--- src/hdl/fbbc_pkg.sv ---
// Package for the follow bang-bang controller.
// Holds the drive command codes, the register indexes and the fixed field widths.
// Depends on nothing.
package fbbc_pkg;

	localparam int DistW   = 16;
	localparam int AngleW  = 16;
	localparam int TimeW   = 32;
	localparam int FiltW   = 24;
	localparam int AlphaW  = 9;
	localparam int ThreshW = 15;
	localparam int HoldW   = 16;
	localparam int CfgIdxW = 3;
	localparam int CfgDatW = 16;

	typedef logic [1:0] cmd_t;

	localparam cmd_t DRV_HALT  = 2'd0;
	localparam cmd_t DRV_AHEAD = 2'd1;
	localparam cmd_t DRV_LEFT  = 2'd2;
	localparam cmd_t DRV_RIGHT = 2'd3;

	typedef logic [CfgIdxW-1:0] reg_idx_t;

	localparam reg_idx_t REG_FILTER_ALPHA      = 3'd0;
	localparam reg_idx_t REG_ENABLE_DISTANCE   = 3'd1;
	localparam reg_idx_t REG_MIN_DISTANCE      = 3'd2;
	localparam reg_idx_t REG_TURN_ON_ANGLE     = 3'd3;
	localparam reg_idx_t REG_TURN_OFF_ANGLE    = 3'd4;
	localparam reg_idx_t REG_TARGET_DISTANCE   = 3'd5;
	localparam reg_idx_t REG_DISTANCE_DEADZONE = 3'd6;
	localparam reg_idx_t REG_HOLD_MS           = 3'd7;

endpackage

--- src/hdl/follow_bang_bang_controller_unit.sv ---
// Follow bang-bang controller: filters distance and angle, then picks a drive command.
// Input, filter and command registers in turn; one item per cycle unless out_ready stalls.
// Stage 1 holds the filter loop (one 10x25 multiply per filter), stage 2 the decision loop.
// Reset (arst_n, asynchronous, active low) empties the pipeline, restores the register
// defaults, clears the filters and the seeded flag, and sets the last command to stop.
// Depends on fbbc_pkg.
module follow_bang_bang_controller_unit
	import fbbc_pkg::*;
(
	input  logic                        clk,
	input  logic                        arst_n,
	input  logic                        in_valid,
	output logic                        in_ready,
	input  logic signed [DistW-1:0]     distance_in,
	input  logic signed [AngleW-1:0]    angle_in,
	input  logic        [TimeW-1:0]     now_ms,
	output logic                        out_valid,
	input  logic                        out_ready,
	output logic        [1:0]           drive_cmd,
	input  logic                        cfg_valid,
	output logic                        cfg_ready,
	input  logic        [CfgIdxW-1:0]   cfg_index,
	input  logic        [CfgDatW-1:0]   cfg_data
);

	// Configuration registers.
	logic [AlphaW-1:0]  alpha_q;
	logic [ThreshW-1:0] enable_dist_q, min_dist_q, turn_on_q, turn_off_q, target_q, deadzone_q;
	logic [HoldW-1:0]   hold_q;

	// Controller state.
	logic                    seeded_q;
	logic signed [FiltW-1:0] dist_filt_q, ang_filt_q;
	cmd_t                    last_cmd_q;
	logic [TimeW-1:0]        last_change_q;

	// Pipeline registers.
	logic                     valid_s1, valid_s2;
	logic signed [DistW-1:0]  dist_s1;
	logic signed [AngleW-1:0] ang_s1;
	logic [TimeW-1:0]         now_s1, now_s2;
	logic                     pos_s2;
	logic signed [FiltW-1:0]  d_s2, a_s2;
	logic                     out_valid_q;
	cmd_t                     cmd_q;

	logic out_free, go2, s2_free, go1;

	assign cfg_ready = 1'b1;
	assign out_free  = !out_valid_q || out_ready;
	assign go2       = valid_s2 && out_free;
	assign s2_free   = !valid_s2 || go2;
	assign go1       = valid_s1 && s2_free;
	assign in_ready  = !valid_s1 || go1;
	assign out_valid = out_valid_q;
	assign drive_cmd = cmd_q;

	always_ff @(posedge clk or negedge arst_n) begin
		if (!arst_n) begin
			alpha_q       <= AlphaW'(77);
			enable_dist_q <= ThreshW'(80);
			min_dist_q    <= ThreshW'(320);
			turn_on_q     <= ThreshW'(1920);
			turn_off_q    <= ThreshW'(1024);
			target_q      <= ThreshW'(800);
			deadzone_q    <= ThreshW'(160);
			hold_q        <= HoldW'(200);
		end else if (cfg_valid) begin
			case (cfg_index)
				REG_FILTER_ALPHA:      alpha_q       <= cfg_data[AlphaW-1:0];
				REG_ENABLE_DISTANCE:   enable_dist_q <= cfg_data[ThreshW-1:0];
				REG_MIN_DISTANCE:      min_dist_q    <= cfg_data[ThreshW-1:0];
				REG_TURN_ON_ANGLE:     turn_on_q     <= cfg_data[ThreshW-1:0];
				REG_TURN_OFF_ANGLE:    turn_off_q    <= cfg_data[ThreshW-1:0];
				REG_TARGET_DISTANCE:   target_q      <= cfg_data[ThreshW-1:0];
				REG_DISTANCE_DEADZONE: deadzone_q    <= cfg_data[ThreshW-1:0];
				REG_HOLD_MS:           hold_q        <= cfg_data[HoldW-1:0];
				default: ;
			endcase
		end
	end

	// Stage 0 to stage 1: input register.
	always_ff @(posedge clk or negedge arst_n) begin
		if (!arst_n) begin
			valid_s1 <= 1'b0;
		end else if (in_ready) begin
			valid_s1 <= in_valid;
		end
	end

	always_ff @(posedge clk) begin
		if (in_ready && in_valid) begin
			dist_s1 <= distance_in;
			ang_s1  <= angle_in;
			now_s1  <= now_ms;
		end
	end

	// Stage 1: exponential filters.
	logic                    pos_s1;
	logic signed [FiltW-1:0] dist_new, ang_new;

	function automatic logic signed [FiltW-1:0] ema_step(
		input logic signed [FiltW-1:0] f_in,
		input logic signed [15:0]      x,
		input logic                    seed,
		input logic [AlphaW-1:0]       alpha
	);
		logic signed [FiltW-1:0] x256, f;
		logic signed [FiltW:0]   diff;
		logic signed [34:0]      prod;
		logic signed [27:0]      sum;
		x256 = {x, 8'b0};
		f    = seed ? x256 : f_in;
		diff = {x256[FiltW-1], x256} - {f[FiltW-1], f};
		prod = $signed({1'b0, alpha}) * diff;
		// The arithmetic shift of the product gives the floored division by 256.
		sum  = {{4{f[FiltW-1]}}, f} + {prod[34], prod[34:8]};
		if (sum > 28'sd8388607) begin
			ema_step = 24'sh7FFFFF;
		end else if (sum < -28'sd8388608) begin
			ema_step = 24'sh800000;
		end else begin
			ema_step = sum[FiltW-1:0];
		end
	endfunction

	assign pos_s1   = !dist_s1[DistW-1] && (dist_s1 != '0);
	assign dist_new = ema_step(dist_filt_q, dist_s1, !seeded_q, alpha_q);
	assign ang_new  = ema_step(ang_filt_q, ang_s1, !seeded_q, alpha_q);

	always_ff @(posedge clk or negedge arst_n) begin
		if (!arst_n) begin
			seeded_q    <= 1'b0;
			dist_filt_q <= '0;
			ang_filt_q  <= '0;
			valid_s2    <= 1'b0;
		end else begin
			if (go1 && pos_s1) begin
				seeded_q    <= 1'b1;
				dist_filt_q <= dist_new;
				ang_filt_q  <= ang_new;
			end
			if (s2_free) begin
				valid_s2 <= valid_s1;
			end
		end
	end

	always_ff @(posedge clk) begin
		if (go1) begin
			pos_s2 <= pos_s1;
			d_s2   <= dist_new;
			a_s2   <= ang_new;
			now_s2 <= now_s1;
		end
	end

	// Stage 2: decision with hysteresis and hold.
	logic signed [FiltW:0] d_ext, abs_a;
	logic signed [FiltW:0] enable_ext, min_ext, on_ext, off_ext, fwd_ext;
	logic [ThreshW:0]      fwd_sum;
	logic                  turning, too_close, was_turning, held;
	logic [TimeW-1:0]      elapsed;
	cmd_t                  want, cmd_next;

	always_comb begin
		d_ext      = {d_s2[FiltW-1], d_s2};
		abs_a      = a_s2[FiltW-1] ? -{a_s2[FiltW-1], a_s2} : {a_s2[FiltW-1], a_s2};
		enable_ext = $signed({2'b0, enable_dist_q, 8'b0});
		min_ext    = $signed({2'b0, min_dist_q, 8'b0});
		on_ext     = $signed({2'b0, turn_on_q, 8'b0});
		off_ext    = $signed({2'b0, turn_off_q, 8'b0});
		fwd_sum    = {1'b0, target_q} + {1'b0, deadzone_q};
		fwd_ext    = $signed({1'b0, fwd_sum, 8'b0});
		too_close  = (d_ext <= enable_ext) || (d_ext < min_ext);
		was_turning = (last_cmd_q == DRV_LEFT) || (last_cmd_q == DRV_RIGHT);
		turning    = was_turning ? (abs_a > off_ext) : (abs_a > on_ext);
		if (turning) begin
			want = a_s2[FiltW-1] ? DRV_LEFT : DRV_RIGHT;
		end else if (d_ext > fwd_ext) begin
			want = DRV_AHEAD;
		end else begin
			want = DRV_HALT;
		end
		elapsed = now_s2 - last_change_q;
		held    = (want != last_cmd_q) && (last_cmd_q != DRV_HALT) &&
		          (elapsed < {{(TimeW-HoldW){1'b0}}, hold_q});
		if (!pos_s2 || too_close) begin
			cmd_next = DRV_HALT;
		end else if (held) begin
			cmd_next = last_cmd_q;
		end else begin
			cmd_next = want;
		end
	end

	always_ff @(posedge clk or negedge arst_n) begin
		if (!arst_n) begin
			last_cmd_q    <= DRV_HALT;
			last_change_q <= '0;
			out_valid_q   <= 1'b0;
		end else begin
			if (go2) begin
				last_cmd_q <= cmd_next;
				// The change time moves only on the normal decision path.
				if (pos_s2 && !too_close && (cmd_next != last_cmd_q)) begin
					last_change_q <= now_s2;
				end
			end
			if (out_free) begin
				out_valid_q <= valid_s2;
			end
		end
	end

	always_ff @(posedge clk) begin
		if (go2) begin
			cmd_q <= cmd_next;
		end
	end

endmodule

--- config.mk ---
export PLATFORM = sky130hd
export DESIGN_NAME = follow_bang_bang_controller_unit
export DESIGN_NICKNAME = d
export VERILOG_FILES = /design/src/hdl/fbbc_pkg.sv /design/src/hdl/follow_bang_bang_controller_unit.sv
export SDC_FILE = /design/constraint.sdc
export NUM_CORES = 2
export LEC_CHECK = 0
export BUFFER_PORTS_ARGS = -buffer_cell sky130_fd_sc_hd__clkbuf_2
export CORE_ASPECT_RATIO = 1.4
export CORE_UTILIZATION = 65
export DETAILED_ROUTE_END_ITERATION = 10
export PLACE_DENSITY = 0.9
export SETUP_SLACK_MARGIN = 0.15
export SYNTH_ARGS = -nofsm -noshare
export SYNTH_HDL_FRONTEND = slang
export SYNTH_SLANG_ARGS = --single-unit
--- constraint.sdc ---
create_clock -name clk -period 13.45 [get_ports clk]
set_clock_uncertainty 0.1 [all_clocks]
set_input_delay 2.69 -clock clk [delete_from_list [all_inputs] [get_ports clk]]
set_output_delay 2.69 -clock clk [all_outputs]
set_load 0.005 [all_outputs]
==> summary.md <==
| Metric | Value |
|---|---|
| Worst-margin pin slew | `approximately 1.2 ns` |
| Maximum number of buffers from clock root to sink | `3` |
| Post-detailed-route via-to-cell ratio | `just over 6` |
| Hold violation total from the final report | `0` |
| Maximum clock rate | `between 0.08 and 0.09 GHz` |
| Total wire length after detailed routing | `roughly 90000 um` |
| Core region area | `about 57000 sq um` |
| Synthesized area | `~37000 sq um` |
| Leading cell type in the layout, fill and taps excluded | `sky130_fd_sc_hd__inv_1` |
| Kind of end point of the critical path | `flip-flop` |
| H-Tree Level Count | `1` |
| First-pass GRT wire length | `148000 um` |
| Worst setup path endpoint | `dist_filt_q[6]` |
| Unrepaired setup endpoints after global routing | `false` |
| Final-stage net count | `about 4700` |
| Worst-path cell with the longest stage delay | `sky130_fd_sc_hd__dfrtp_2` |
| R2R setup slack | `0.96 ns` |
| Classification of the worst setup path | `flip-flop to flip-flop` |
| Antenna diode instance count | `0` |
| DPL Wire Length | `roughly 67000 um` |
| GRT Util Overall | `0.315` |
| Net count after synthesis | `4704` |
| Die height | `between 200 and 300 um` |
| Routability congestion estimate | `0.928` |
| Total number of vias | `between 20000 and 30000` |
| Number of setup violations in the final report | `0` |
| Max Slew Vio Count | `0` |
| Synth-to-layout area growth | `5.78%` |
| Launch instance of the worst min-delay path | `now_s1[23]` |
| Number of hold-repair buffers added at the cts stage | `0` |
| Sum of negative setup slack | `0 ns` |
| Total clock sinks | `348` |
| Count of flip-flops with a built-in enable after synthesis | `147` |
| Max-cap viol count | `0` |
| Largest net degree at the start of global routing | `~130` |
| Via count of the first global-routing pass | `30700` |
| Clock transition at the register clock pins on the worst setup and hold paths after CTS | `~0.08 ns` |
| Floorplan row count | `103` |
| Fraction of registers with async set or reset after synthesis | `0.578` |
| Crit start category | `flip-flop` |
| Worst endpoint data arrival time | `12.84 ns` |
| Origin of the critical flop-to-flop path | `seeded_q` |
| Status | `complete, no violations` |
| DIE AREA | `roughly 58000 sq um` |
| Syn Inst Count | `about 3900` |
| Total clock buffers created by CTS | `31` |
| Share of the clock period used by the worst path after layout | `0.929` |
| Worst min path class | `flip-flop to flip-flop` |
| Crit Reg-Reg Endpoint | `dist_filt_q[6]` |
| Clk Tree Root Cell | `sky130_fd_sc_hd__clkbuf_16` |
| Worst-Skew Late Latency | `0.61 ns` |
| Launching element of the worst setup path | `seeded_q` |
| Worst reg2reg path depth | `42` |
| Post-route antenna net violation count | `0` |
| Commonest register cell after synthesis | `sky130_fd_sc_hd__dfrtp_1` |
| Fraction of the yosys area taken by sequential cells | `0.254` |
| Number of top-level design ports | `93` |
| Count of buffers from port buffering | `~90` |
| Worst relative slew slack | `0.176` |
| Antenna violations before repair | `0` |
| Crit Path Max Fanout | `roughly 50` |
| Resize count post-CTS | `0` |
| Post-CTS setup repair buffer count | `0` |
| Distinct cell type count of the synthesized netlist | `85` |
| Total global routing overflow | `0` |
| Initial cell density of the core | `0.659` |
| CTS tree | `built` |
| Yosys warning count | `0` |
| Die W | `around 200 um` |
| TritonRoute pass-1 iters | `8` |
| Worst Path Required | `13.80 ns` |
| Final critical-path required period | `~12 ns` |
| Synth Register Bits | `around 350` |
| Number of remaining DRC errors | `0` |
| DRC violation total after the first TritonRoute iteration | `just under 2000` |
| Average size of a mapped cell | `9.66 sq um` |
| Worst path max stage delay | `0.87 ns` |
| WL/cell | `between 15 and 20 um` |
| Proportion of layout cells with a drive suffix above 1 | `0.0868` |
| Commonest cells after routing, fill and taps aside | `sky130_fd_sc_hd__inv_1, sky130_fd_sc_hd__ha_1, sky130_fd_sc_hd__nand2_1` |
[critical path, delay by kind of cell (launching register included)]
kind | cells | cell delay [ns]
AOI/OAI and AO/OA | 18 | 3.98
adders and majority gates | 8 | 3.45
and+or+nand+nor | 10 | 2.40
DFF | 1 | 0.87
buffers and inverters | 3 | 0.74
xor gates and xnor gates | 3 | 0.73
[sequential cells by signal (all words and copies together), names as in the netlist, 16 cells and up]
name,count
a_s2,24
ang_filt_q,24
ang_s1,16
d_s2,24
dist_filt_q,24
dist_s1,16
hold_q,16
last_change_q,32
now_s1,32
now_s2,32
[synth_stat cells, drive strengths merged (9+ instances only)]
| cell | n | area [sq um] |
|---|---|---|
| clkbuf | 111 | 417 |
| nor2b | 42 | 263 |
| mux2i | 41 | 410 |
| or4 | 14 | 113 |
| o21bai | 15 | 113 |
| nor2 | 140 | 526 |
| nor3 | 44 | 231 |
| a211oi | 29 | 218 |
| xnor2 | 128 | 1120 |
| and3 | 42 | 263 |
| and2 | 206 | 1290 |
| nand3 | 46 | 248 |
| o21ai | 169 | 853 |
| ha | 380 | 4750 |
| mux2 | 122 | 1490 |
| o21a | 46 | 345 |
| o31ai | 17 | 138 |
| nand4 | 31 | 194 |
| a21o | 99 | 743 |
| nand2b | 30 | 188 |
| dfrtp | 180 | 4500 |
| a31oi | 22 | 138 |
| fa | 372 | 7450 |
| nand2 | 373 | 1400 |
| edfxtp | 147 | 4410 |
| a21boi | 9 | 67.6 |
| a21oi | 160 | 801 |
| o211ai | 12 | 90.1 |
| inv | 628 | 2360 |
| nor4 | 12 | 81.3 |
| dfstp | 21 | 552 |
| xor2 | 51 | 447 |
[through the flow]
stage	util	instance area (sq um)	hold slack, ns	std cells	setup WS, ns
2_1_floorplan	-	37300	0.300	3864	2.36
6_report	0.698	39500	0.316	4653	0.955
3_3_place_gp	0.679	38400	0.301	4596	1.74
3_5_place_dp	0.679	38400	0.305	4596	1.31
5_1_grt	0.698	39500	0.328	4653	0.186
4_1_cts	0.698	39500	0.318	4653	1.17
[layer usage]
metal | part of all wire | global-route usage
met1 | 0.37 | 0.363
met2 | 0.51 | 0.558
met3 | 0.055 | 0.0335
met4 | 0.064 | 0.194
met5 | 0 | 0
[worst min path at each step]
stage / end / slack, ns / depth (start not counted)
floorplan: now_s2[0] / 0.30 / 0
global placement: now_s2[28] / 0.30 / 0
detailed placement: now_s2[16] / 0.31 / 0
CTS: now_s2[16] / 0.32 / 0
global route: now_s2[16] / 0.33 / 0
finish: now_s2[23] / 0.32 / 0
[cell type report]
class / count / area [sq um]
Multi-Input combinational cell: 2770 / 25000
Tap cell: 735 / 920
Fill cell: 3875 / 17100
Clock buffer: 41 / 865
Timing Repair Buffer: 115 / 644
Inverter: 628 / 2360
Sequential cell: 348 / 9470
Clock inverter: 16 / 176
[logic make-up after synthesis]
group	count (synthesis)	share of synthesized area
AOI/OAI and AO/OA	657	0.113
xor gates and xnor gates	181	0.0432
adders and majority gates	752	0.327
buffers and inverters	746	0.0758
DFF	348	0.254
muxes	163	0.0509
other	1	0.000101
and+or+nand+nor	1016	0.136
Power is not shown: default switching activity piles up to over one toggle a cycle in this logic, so the estimate is an artifact.
